### config.mk
export PLATFORM = sky130hd
export DESIGN_NAME = phist_cfg
export DESIGN_NICKNAME = d
export VERILOG_FILES = /design/src/hw/rtl/phist_pkg.sv /design/src/hw/rtl/phist_cfg.sv
export SDC_FILE = /design/constraint.sdc
export NUM_CORES = 1
export LEC_CHECK = 0
export BUFFER_PORTS_ARGS = -buffer_cell sky130_fd_sc_hd__buf_2
export CAP_MARGIN = 20
export CELL_PAD_IN_SITES_DETAIL_PLACEMENT = 0
export CELL_PAD_IN_SITES_GLOBAL_PLACEMENT = 1
export CORE_MARGIN = 5
export CORE_UTILIZATION = 45
export DETAILED_ROUTE_END_ITERATION = 7
export GPL_ROUTABILITY_DRIVEN = 1
export HOLD_SLACK_MARGIN = 0.03
export PLACE_DENSITY_LB_ADDON = 0.05
export SYNTH_ARGS = -nofsm -noshare
export SYNTH_HDL_FRONTEND = slang
export SYNTH_SLANG_ARGS = --single-unit
### constraint.sdc
create_clock -name i_clk -period 4.8 [get_ports i_clk]
set_input_delay 0.48 -clock i_clk [delete_from_list [all_inputs] [get_ports i_clk]]
set_output_delay 0.48 -clock i_clk [all_outputs]
set_load 0.01 [all_outputs]
### src/hw/rtl/phist_pkg.sv
package phist_pkg;

    // histogram geometry
    localparam int MAX_BUCKETS = 256;
    localparam int COUNT_BITS  = 20;
    localparam int LEVELS      = 256;

    // bucket addressing
    localparam int BKT_AW    = (MAX_BUCKETS > 1) ? $clog2(MAX_BUCKETS) : 1;
    localparam int BKT_SLOTS = 1 << BKT_AW;

    // field widths
    localparam int MODE_W   = 2;
    localparam int PIXEL_W  = 17;
    localparam int INDEX_W  = 8;
    localparam int CNT_W    = 9;
    localparam int LOW_W    = 9;
    localparam int HIGH_W   = 10;
    localparam int TOTAL_W  = 20;
    localparam int LVL_W    = 9;
    localparam int WID_W    = 9;
    localparam int RECIP_W  = 10;
    localparam int LIM_W    = 10;
    localparam int CFG_IDX_W = 4;

    // item modes
    localparam logic [MODE_W-1:0] MODE_CLEAR = 2'd0;
    localparam logic [MODE_W-1:0] MODE_ADD   = 2'd1;
    localparam logic [MODE_W-1:0] MODE_READ  = 2'd2;

    // register indexes
    localparam logic [CFG_IDX_W-1:0] CFG_BUCKET_COUNT = 4'd0;
    localparam logic [CFG_IDX_W-1:0] CFG_PIXEL_KIND   = 4'd1;

    // reciprocal numerator, 2^RECIP_SHIFT with level < 2^RECIP_SHIFT
    localparam int RECIP_SHIFT = 9;
    localparam int RECIP_ONE   = 1 << RECIP_SHIFT;
    localparam int DIV_STEPS   = 10;

    // geometry after reset
    localparam int RST_CNT   = (LEVELS > MAX_BUCKETS) ? MAX_BUCKETS : LEVELS;
    localparam int RST_WIDTH = (LEVELS + RST_CNT - 1) / RST_CNT;
    localparam int RST_RECIP = RECIP_ONE / RST_WIDTH;
    localparam int RST_LIMIT = RST_CNT * RST_WIDTH;

    // result queue
    localparam int FIFO_DEPTH = 8;
    localparam int FIFO_AW    = 3;
    localparam int PEND_W     = 4;

    typedef struct packed {
        logic               busy;
        logic               kind;
        logic [CNT_W-1:0]   cnt;
        logic [WID_W-1:0]   width;
        logic [RECIP_W-1:0] recip;
        logic [LIM_W-1:0]   limit;
    } t_geom;

    typedef struct packed {
        logic               ok;
        logic [TOTAL_W-1:0] total;
        logic [HIGH_W-1:0]  high;
        logic [LOW_W-1:0]   low;
    } t_result;

endpackage

### src/hw/rtl/phist_cfg.sv
module phist_cfg (
    input  logic                           i_clk,
    input  logic                           i_rst_n,
    input  logic                           i_wr_valid,
    output logic                           o_wr_ready,
    input  logic [phist_pkg::CFG_IDX_W-1:0] i_wr_index,
    input  logic [phist_pkg::CNT_W-1:0]     i_wr_data,
    output phist_pkg::t_geom                o_geom
);

    typedef enum logic [1:0] {ST_IDLE, ST_DIV_W, ST_DIV_M, ST_LIMIT} t_state;

    t_state                          r_state;
    logic                            r_kind;
    logic [phist_pkg::CNT_W-1:0]     r_cnt;
    logic [phist_pkg::WID_W-1:0]     r_width;
    logic [phist_pkg::RECIP_W-1:0]   r_recip;
    logic [phist_pkg::LIM_W-1:0]     r_limit;
    logic [3:0]                      r_step;
    logic [phist_pkg::RECIP_W-1:0]   r_rem;
    logic [phist_pkg::RECIP_W-1:0]   r_quo;
    logic [phist_pkg::WID_W-1:0]     r_den;

    logic [phist_pkg::CNT_W-1:0]     eff;
    logic [phist_pkg::RECIP_W-1:0]   rem_sh;
    logic                            ge;
    logic [phist_pkg::RECIP_W-1:0]   n_rem;
    logic [phist_pkg::RECIP_W-1:0]   n_quo;
    logic                            wr;
    logic                            last_step;

    assign wr        = i_wr_valid && o_wr_ready;
    assign last_step = (r_step == 4'(phist_pkg::DIV_STEPS - 1));

    // clamp the count into 1..MAX_BUCKETS
    always_comb begin
        if (i_wr_data == '0) begin
            eff = phist_pkg::CNT_W'(1);
        end else if (i_wr_data > phist_pkg::CNT_W'(phist_pkg::MAX_BUCKETS)) begin
            eff = phist_pkg::CNT_W'(phist_pkg::MAX_BUCKETS);
        end else begin
            eff = i_wr_data;
        end
    end

    // one restoring division step
    always_comb begin
        rem_sh = {r_rem[phist_pkg::RECIP_W-2:0], r_quo[phist_pkg::RECIP_W-1]};
        ge     = (rem_sh >= {1'b0, r_den});
        n_rem  = ge ? (rem_sh - {1'b0, r_den}) : rem_sh;
        n_quo  = {r_quo[phist_pkg::RECIP_W-2:0], ge};
    end

    always_ff @(posedge i_clk) begin
        if (!i_rst_n) begin
            r_state <= ST_IDLE;
            r_kind  <= 1'b1;
            r_cnt   <= phist_pkg::CNT_W'(phist_pkg::RST_CNT);
            r_width <= phist_pkg::WID_W'(phist_pkg::RST_WIDTH);
            r_recip <= phist_pkg::RECIP_W'(phist_pkg::RST_RECIP);
            r_limit <= phist_pkg::LIM_W'(phist_pkg::RST_LIMIT);
            r_step  <= '0;
        end else begin
            case (r_state)
                ST_IDLE: begin
                    if (wr && i_wr_index == phist_pkg::CFG_PIXEL_KIND) begin
                        r_kind <= i_wr_data[0];
                    end
                    if (wr && i_wr_index == phist_pkg::CFG_BUCKET_COUNT) begin
                        // width = floor((255 + c) / c)
                        r_cnt   <= eff;
                        r_rem   <= '0;
                        r_quo   <= phist_pkg::RECIP_W'(phist_pkg::LEVELS - 1)
                                   + phist_pkg::RECIP_W'(eff);
                        r_den   <= eff;
                        r_step  <= '0;
                        r_state <= ST_DIV_W;
                    end
                end
                ST_DIV_W: begin
                    r_rem  <= n_rem;
                    r_quo  <= n_quo;
                    r_step <= r_step + 4'd1;
                    if (last_step) begin
                        // reciprocal = floor(512 / width)
                        r_width <= n_quo[phist_pkg::WID_W-1:0];
                        r_den   <= n_quo[phist_pkg::WID_W-1:0];
                        r_rem   <= '0;
                        r_quo   <= phist_pkg::RECIP_W'(phist_pkg::RECIP_ONE);
                        r_step  <= '0;
                        r_state <= ST_DIV_M;
                    end
                end
                ST_DIV_M: begin
                    r_rem  <= n_rem;
                    r_quo  <= n_quo;
                    r_step <= r_step + 4'd1;
                    if (last_step) begin
                        r_recip <= n_quo;
                        r_state <= ST_LIMIT;
                    end
                end
                ST_LIMIT: begin
                    r_limit <= phist_pkg::LIM_W'(r_cnt * r_width);
                    r_state <= ST_IDLE;
                end
                default: begin
                    r_state <= ST_IDLE;
                end
            endcase
        end
    end

    assign o_wr_ready   = (r_state == ST_IDLE);
    assign o_geom.busy  = (r_state != ST_IDLE);
    assign o_geom.kind  = r_kind;
    assign o_geom.cnt   = r_cnt;
    assign o_geom.width = r_width;
    assign o_geom.recip = r_recip;
    assign o_geom.limit = r_limit;

endmodule

==> results of run 1 <==
[through the flow]
stage               total power [mW]  utilization (%)  area (um^2)  std cells  worst slack (ps)
floorplan                      0.907                -         4910        551               898
global placement               0.976             48.8         5250        722               919
detailed placement             0.981             48.8         5250        722               817
CTS                             1.46             50.6         5440        738               826
global route                    1.53             50.6         5440        738               554
finish                          1.45             50.6         5440        738               834
[worst max-delay path, delay by kind of cell (launching register included)]
kind / cells / cell delay, ps
adder cells (fa/ha/maj): 5 / 2110
XOR/XNOR: 1 / 90
buffers and inverters: 3 / 170
AND/OR/NAND/NOR: 1 / 130
AO/OA/AOI/OAI: 5 / 860
flip-flops: 1 / 520
[area by class of cell]
class | instances | share of cell area [%]
Timing Repair Buffer | 58 | 5.43
Multi-Input combinational cell | 400 | 52.2
Clock inverter | 6 | 0.851
Inverter | 51 | 3.52
Tap cell | 140 | 3.22
Clock buffer | 10 | 2.74
Sequential cell | 73 | 32.0
[metal layers]
metal | vias up | routed length (um) | global-route usage (%)
met1 | 1842 | 5990 | 28.5
met4 | 0 | 97 | 4.75
li1 | 1921 | - | -
met5 | - | 0 | 0
met2 | 85 | 5470 | 29.5
met3 | 8 | 589 | 3.96
[state kept, by name, summed over array words and instances, names as in the netlist]
| name | flops |
|---|---|
| r_limit | 10 |
| r_quo | 10 |
| r_recip | 10 |
| r_cnt | 9 |
| r_den | 9 |
| r_rem | 9 |
| r_width | 9 |
| r_step | 4 |
| r_state | 2 |
| r_kind | 1 |
[synth_stat cells, types with 2 or more instances]
cell | count | share of area [%]
nor4_1 | 4 | 0.51
a21oi_1 | 39 | 4.0
a211oi_1 | 7 | 1.1
buf_6 | 2 | 0.46
mux2_2 | 4 | 0.92
nand2b_1 | 8 | 1.0
mux2i_1 | 13 | 2.7
and2_1 | 14 | 1.8
nor3_1 | 6 | 0.61
o22ai_1 | 4 | 0.51
inv_1 | 51 | 3.9
or3_1 | 3 | 0.38
nand4b_1 | 2 | 0.36
nand3_1 | 3 | 0.31
nor2_1 | 39 | 3.0
o21ai_0 | 22 | 2.2
a221oi_1 | 3 | 0.54
xnor2_1 | 15 | 2.7
nand4_1 | 2 | 0.25
clkbuf_1 | 16 | 1.2
ha_1 | 35 | 8.9
o21a_1 | 5 | 0.77
xor2_1 | 6 | 1.1
o21bai_1 | 2 | 0.31
buf_2 | 5 | 0.51
fa_1 | 26 | 11
a21o_1 | 5 | 0.77
dfxtp_1 | 45 | 18
edfxtp_1 | 28 | 17
nor2b_1 | 6 | 0.77
buf_4 | 2 | 0.31
nand2_1 | 108 | 8.3
[power groups by stage]
stage               combinational, mW  sequential [mW]  clock, mW
finish                          0.260            0.704      0.482
CTS                             0.263            0.704      0.496
global route                    0.292            0.707      0.527
detailed placement              0.262            0.719          0
global placement                0.258            0.718          0
floorplan                       0.199            0.709          0
[cell families (layout without fill, tap and decap cells)]
kind of cell	Yosys count	in the layout	share of synthesized area (%)
flip-flops	73	73	35.5
AND/OR/NAND/NOR	203	203	18.5
buffers and inverters	78	125	6.58
XOR/XNOR	22	22	4.21
AO/OA/AOI/OAI	97	97	12.1
multiplexers	17	17	3.57
adder cells (fa/ha/maj)	61	61	19.5
[how the worst min path moves through the flow]
stage,startpoint,end,cells past startpoint
after floorplan,r_kind,r_kind,2
after global placement,r_recip[8],r_recip[8],2
after detailed placement,r_recip[6],r_recip[6],2
after CTS,i_wr_data[0],r_kind,3
after global routing,i_wr_data[0],r_kind,3
final,i_wr_data[0],r_kind,3
==> metrics.yaml, run 1 <==
floorplanning:
  rows: 38
  die_y_um: 114
  die_w_um: 114
  die_area_um2: 13100
  initial_core_util_pct: 45.7
  core-area_um2: 10700
  io_pins: 57
cts:
  cts_tree: "yes"
  cts_root_buffer: "clkbuf_8"
  path_clk_slew_ps: 90
  post-cts-setup-buffers: 0
  cts_buffer_depth: 2
  cts_buffers: 9
  clock-sinks: 73
  clk_latency_ps: 350
  cts.htree.levels: 3
  ctsResizeCount: 0
  cts_hold_buf: 0
drt:
  routedWlPerCell_um: 16.5
  drtAntennaViolNets: 0
  first_iter_violations: 266
  vias_per_cell: 5.22
  vias: 3856
  wl_um: 12100
  first_pass_iters: 4
  drc: 0
worst_hold_path:
  hold_class: "in -> reg"
synth:
  synth_top_flop_cell: "dfxtp_1"
  synth_edf_count: 28
  syn_inst: 551
  yosysWarnings: 0
  avgSynthCellArea_um2: 8.90
  syn_nets: 628
  async_reset_ff_share_pct: 0
  ys_seq_area_share_pct: 35.5
  netlist_area_um2: 4910
  ys_ff_latch: 73
  ys_types: 53
layout:
  seqCellArea_um2: 1740
  syn_to_final_growth_pct: 10.9
  layout_common_cells: "nand2_1 (108), buf_2 (56), inv_1 (51)"
  drive_gt1_share_pct: 13.7
  fin_nets: 670
  multi_input_area_um2: 2840
  final_common_cell: "nand2_1"
  fillers: 1094
  antennaDiodeCount: 0
grt:
  track_usage_pct: 19.5
  antenna_found_initial: 0
  grt_pass1_vias: 3723
  grt_max_degree: 24
  grt_remaining_overflow: 0
  grt_pass1_wl_um: 20000
timing:
  setup-violations-final: 0
  slew_viol_final: 0
  final.setup.tns_ps: 0
  rsz0062_at_grt: "false"
  hold_viol: 0
  max-slew-margin-rel_pct: 33.6
  whs_ps: 385
  period_needed_ps: 3970
  worstMarginPinSlew_ps: 995
  fin_crit_sh_pct: 82.6
  clock.fmax_mhz: 252
  fin_skew_ps: 14.2
pwr:
  seqPwrFrac_pct: 48.7
  ir_drop_mv: 0.153
  p_switching_mw: 0.442
  power_switching_share_pct: 30.5
  combPwrFrac_pct: 18.0
  power.density_nw_per_um2: 266
  p_int_mw: 1.00
  power.share.clock_pct: 33.3
  leakagePower_nw: 2.26
run:
  maxCapViolCount: 0
placed_design:
  finalWeightedCongestion: 0.833
  hpwl_um: 9370
  port_buffers: 56
setup_path:
  critical_path_class: "reg -> reg"
  r2r-start: "r_cnt[3]"
  regToRegEndpoint: "r_limit[9]"
  worstPathArrival_ps: 4230
  worstPathMaxFanout: 9
  cp-startpoint: "r_cnt[3]"
  setup.worst_path.end: "r_limit[9]"
  worstPathRequired_ps: 5070
  rrSetupSlack_ps: 830
  rr_worst_depth: 15
  cp_slowest_stage_delay_ps: 550
  cp_cell_sequence: "nand2_1, fa_1, inv_1, fa_1, ha_1, inv_1, fa_1, inv_1, ha_1, a21o_1, a21oi_1, o21bai_1, a21oi_1, xnor2_1, a211oi_1"
  start_kind: "register"
  end_kind: "register"
  crit_path_top_delay_cell: "fa_1"
outcome:
  outcome: "finished, final reports clean"
Note: power is estimated with default switching activity, not from simulation.
==> inputs of run 2 (changes only) <==
ABC_AREA = 1   (was default)
CORE_UTILIZATION = 44   (was 45)
clock period = 3.83 ns   (was 4.8 ns; I/O delays follow)
==> metrics.yaml, run 2 <==
worst_hold_path:
  hold_class: "in -> reg"
  worstHoldPathCells: 3
timing:
  fin_crit_sh_pct: 97.5
  slew_viol_final: 0
  hold_viol: 0
  worstMarginPinSlew_ps: 536
  clock.fmax_mhz: 268
  whs_ps: 330
  period_needed_ps: 3740
  setup-violations-final: 0
  setup_ws_ps: 94.0
  max-slew-margin-rel_pct: 64.3
  final.setup.tns_ps: 0
  rsz0062_at_grt: "true"
  fin_skew_ps: 7.02
floorplanning:
  io_pins: 57
  die_w_um: 117
  core-area_um2: 11300
  initial_core_util_pct: 44.5
  rows: 39
  die_y_um: 117
  die_area_um2: 13700
drt:
  vias_per_cell: 4.88
  vias: 4353
  drc: 0
  first_pass_iters: 4
  wl_um: 12900
  first_iter_violations: 247
  routedWlPerCell_um: 14.4
  drtAntennaViolNets: 0
synth:
  yosysTopAreaCell: "dfxtp_1"
  synth_edf_count: 28
  yosysTopAreaCellShare_pct: 17.9
  syn_inst: 662
  synth_top_flop_cell: "dfxtp_1"
  async_reset_ff_share_pct: 0
  synth_area_leaders: "dfxtp_1 (18%), edfxtp_1 (17%), nand2_1 (13%), fa_1 (10%), ha_1 (8.7%)"
  post-synth-top-count-cell: "nand2_1"
  avgSynthCellArea_um2: 7.61
  ys_types: 41
  ys_seq_area_share_pct: 34.6
  yosysWarnings: 0
  synth_common_cells: "nand2_1 (174), inv_1 (104), nor2_1 (65)"
  syn_nets: 739
  ys_ff_latch: 73
  netlist_area_um2: 5040
grt:
  grt_pass1_wl_um: 21200
  track_usage_pct: 20.4
  grt_pass1_vias: 4213
  grtUsageMet2_pct: 30.6
  grt_busiest_layer: "met2"
  antenna_found_initial: 0
  gr-usage-met1_pct: 29.1
  grtUsageMet3_pct: 5.14
  grt_max_degree: 29
  grt_remaining_overflow: 0
layout:
  antennaDiodeCount: 0
  fillers: 1106
  fin_util_pct: 54.1
  seqCellArea_um2: 1770
  reg_top3: "r_limit: 10 flops, r_quo: 10 flops, r_recip: 10 flops"
  drive_gt1_share_pct: 21.5
  layout_common_cells: "nand2_1 (172), inv_1 (102), nor2_1 (64)"
  fin_nets: 821
  syn_to_final_growth_pct: 21.5
  final_common_cell: "nand2_1"
  multi_input_area_um2: 2850
cts:
  cts_hold_buf: 0
  cts_buffers: 9
  cts_tree: "yes"
  clock-sinks: 73
  clk_latency_ps: 340
  cts_root_buffer: "clkbuf_16"
  cts_buffer_depth: 2
  cts.htree.levels: 3
  path_clk_slew_ps: 60
setup_path:
  cp_slowest_stage_delay_ps: 560
  worstPathRequired_ps: 4060
  critical_path_class: "reg -> reg"
  start_kind: "register"
  rr_worst_depth: 18
  worstPathMaxFanout: 6
  worstPathArrival_ps: 3970
  cp_common_cell: "nand2_1"
  crit_family: "adder cells"
  end_kind: "register"
  crit_buf_inv: 3
  cp_cell_sequence: "buf_4, buf_6, nand2_1, fa_2, fa_1, fa_1, fa_1, inv_1, ha_4, nand2_1, nor3b_2, nor2_2, nand3_1, nand2_1, nand2_1, nand2_1, nor2_1, nor2_1"
  worst-path-stages: 18
  crit_path_top_delay_cell: "fa_1"
placed_design:
  hpwl_um: 10100
  pre_cts_ws_ps: -83.8
  port_buffers: 56
  finalWeightedCongestion: 0.897
pwr:
  ir_drop_mv: 0.373
  leakagePower_nw: 3.13
  power.density_nw_per_um2: 476
run:
  maxCapViolCount: 0
outcome:
  outcome: "finished, final reports clean"
==> run 2: final timing paths <==
| check | from | end | slack, ps |
|---|---|---|---|
| max | r_cnt[3] | r_limit[9] | 90 |
| min | i_wr_data[0] | r_kind | 330 |
| max reg2reg | r_cnt[3] | r_limit[9] | 90 |
| min reg2reg | r_recip[9] | r_recip[9] | 470 |
==> run 2: power breakdown <==
group / switching, mW / internal (mW) / total [mW]
logic: 0.602 / 0.305 / 0.908
clock network: 0.349 / 0.611 / 0.960
registers: 0.0753 / 0.972 / 1.05
==> run 2: what timing repair did <==
item                                   CTS  global route
cloned                                   0             0
pin swaps                               10            12
endpoints found under the hold margin    0             0
setup buffers                            4             0
gates resized for setup                 18            20
setup endpoints to repair                1             3
==> run 2: cells by family after synthesis <==
kind of cell    count (synthesis)  synth area share (%)
compound gates                104                  11.2
xor+xnor                       11                  1.91
fa+ha+maj                      61                  19.0
buf+inv                       133                  10.5
flops                          73                  34.6
simple gates                  280                  22.8
==> run 2: metal layers <==
metal / wire length (um) / vias up
met5: 0 / -
met4: 144 / 0
met3: 843 / 11
met2: 5650 / 102
met1: 6210 / 1992
li1: - / 2248
==> run 2: layout make-up <==
class,count,area share (%)
flip-flops and latches,73,28.9
clock buffers,11,4.13
inverters,111,6.81
clock inverters,5,1.39
well taps,143,2.92
multi-input cells,456,46.5
repair buffers,93,9.30
==> run 2: metrics by stage <==
step	instance area (um^2)	cells	total power, mW
3_5_place_dp	5650	872	1.97
2_1_floorplan	5070	662	1.71
4_1_cts	6050	892	2.94
5_1_grt	6120	892	3.12
3_3_place_gp	5650	872	1.95
6_report	6120	892	2.92
==> run 2: worst min-delay path, stage by stage <==
cell and delay (ps):
buf_2 120, a21oi_1 70, o21ai_0 60
==> inputs of run 3 (changes only) <==
CAP_MARGIN = default   (was 20)
CORE_ASPECT_RATIO = 1.2   (was default)
==> metrics.yaml, run 3 (same netlist as run 2, synthesis figures left out) <==
outcome:
  outcome: "finished, final reports clean"
placed_design:
  dp.cells: 880
  finalWeightedCongestion: 0.858
  pre_cts_ws_ps: -88.4
  port_buffers: 56
  placed_area_um2: 5650
  hpwl_um: 10600
drt:
  drc: 0
  routedWlPerCell_um: 14.9
  vias_per_cell: 4.96
  first_pass_iters: 5
  wl_um: 13500
  first_iter_violations: 150
  drtAntennaViolNets: 0
  vias: 4492
grt:
  grt_remaining_overflow: 0
  track_usage_pct: 20.2
  grt_pass1_wl_um: 21800
  grt_max_degree: 29
  grt_pass1_vias: 4421
  antenna_found_initial: 0
floorplanning:
  die_y_um: 127
  rows: 42
  initial_core_util_pct: 45.2
  die_area_um2: 13700
  die_w_um: 108
  core-area_um2: 11100
  io_pins: 57
layout:
  syn_to_final_growth_pct: 23.7
  multi_input_area_um2: 2890
  seqCellArea_um2: 1780
  reg_top3: "r_limit: 10 flops, r_quo: 10 flops, r_recip: 10 flops"
  drive_gt1_share_pct: 23.0
  fin_nets: 824
  antennaDiodeCount: 0
  stdcell_area_um2: 6230
  fillers: 1103
  layout_common_cells: "nand2_1 (164), inv_1 (100), nor2_1 (64)"
  fin_util_pct: 55.9
  final_cells: 906
  final_common_cell: "nand2_1"
cts:
  cts.htree.levels: 3
  cts_buffer_depth: 2
  cts_root_buffer: "clkbuf_16"
  cts_buffers: 9
  clk_latency_ps: 330
  path_clk_slew_ps: 60
  cts_tree: "yes"
  clock-sinks: 73
setup_path:
  cp_cell_sequence: "buf_4, nand2_1, fa_1, fa_1, fa_1, fa_1, inv_2, ha_4, nand2_2, nor3b_2, nor2_2, nand3_1, nand2_1, nand2_1, nand2_1, nor2_1, nor2_1"
  rr_worst_depth: 17
  worstPathRequired_ps: 4050
  crit_buf_inv: 2
  crit_family: "adder cells"
  cp_slowest_stage_delay_ps: 530
  start_kind: "register"
  worstPathArrival_ps: 3900
  worst-path-stages: 17
  critical_path_class: "reg -> reg"
  end_kind: "register"
  worstPathMaxFanout: 5
  crit_path_top_delay_cell: "fa_1"
pwr:
  power.density_nw_per_um2: 467
  total_power_mw: 2.91
  leakagePower_nw: 3.21
  ir_drop_mv: 0.262
worst_hold_path:
  hold_class: "in -> reg"
  worstHoldPathCells: 3
run:
  maxCapViolCount: 0
timing:
  setup_ws_ps: 150
  rsz0062_at_grt: "true"
  fin_skew_ps: 5.78
  period_needed_ps: 3680
  setup-violations-final: 0
  worstMarginPinSlew_ps: 718
  max-slew-margin-rel_pct: 52.0
  slew_viol_final: 0
  hold_viol: 0
  fin_crit_sh_pct: 96.1
  clock.fmax_mhz: 272
[run 3: layout make-up]
class / instances / area share (%)
sequential: 73 / 28.5
inverter: 111 / 6.69
timing repair buffer: 96 / 9.70
clock inverter: 2 / 0.582
clock buffer: 14 / 5.08
multi-input combinational: 456 / 46.3
tap: 154 / 3.09
[run 3: repair_timing]
item / in CTS / in global routing
hold buffers: 0 / 0
resized for setup: 13 / 41
setup endpoints to repair: 2 / 3
setup buffers: 7 / 4
pin swaps: 4 / 29
[run 3: where the power goes]
part	switching (mW)	internal, mW	total (mW)
Clock	0.323	0.637	0.960
Sequential	0.0806	0.970	1.05
Combinational	0.596	0.306	0.902
Total	0.999	1.91	2.91
[run 3: layer usage]
| layer | GRT usage (%) | share of wire (%) | vias up |
|---|---|---|---|
| met5 | 0 | 0 | - |
| met4 | 7.06 | 1.9 | 0 |
| met3 | 3.13 | 4.3 | 20 |
| met2 | 36.2 | 53 | 101 |
| met1 | 24.5 | 41 | 2104 |
| li1 | - | - | 2267 |
[run 3: final timing paths]
kind                start          to  slack (ps)
max              r_cnt[4]  r_limit[9]         150
min          i_wr_data[0]      r_kind         370
max reg2reg      r_cnt[4]  r_limit[9]         150
min reg2reg    r_recip[9]  r_recip[9]         460
[run 3: worst min-delay path, delay by kind of cell]
family / cells / cell delay [ps]
AO/OA/AOI/OAI: 2 / 140
buffers and inverters: 1 / 150
[run 3: metrics by stage]
step	hold slack (ps)	setup TNS [ps]
after floorplan	441	0
after detailed placement	456	-88.4
final	372	0
after global routing	388	-32.3
after global placement	448	0
after CTS	362	0
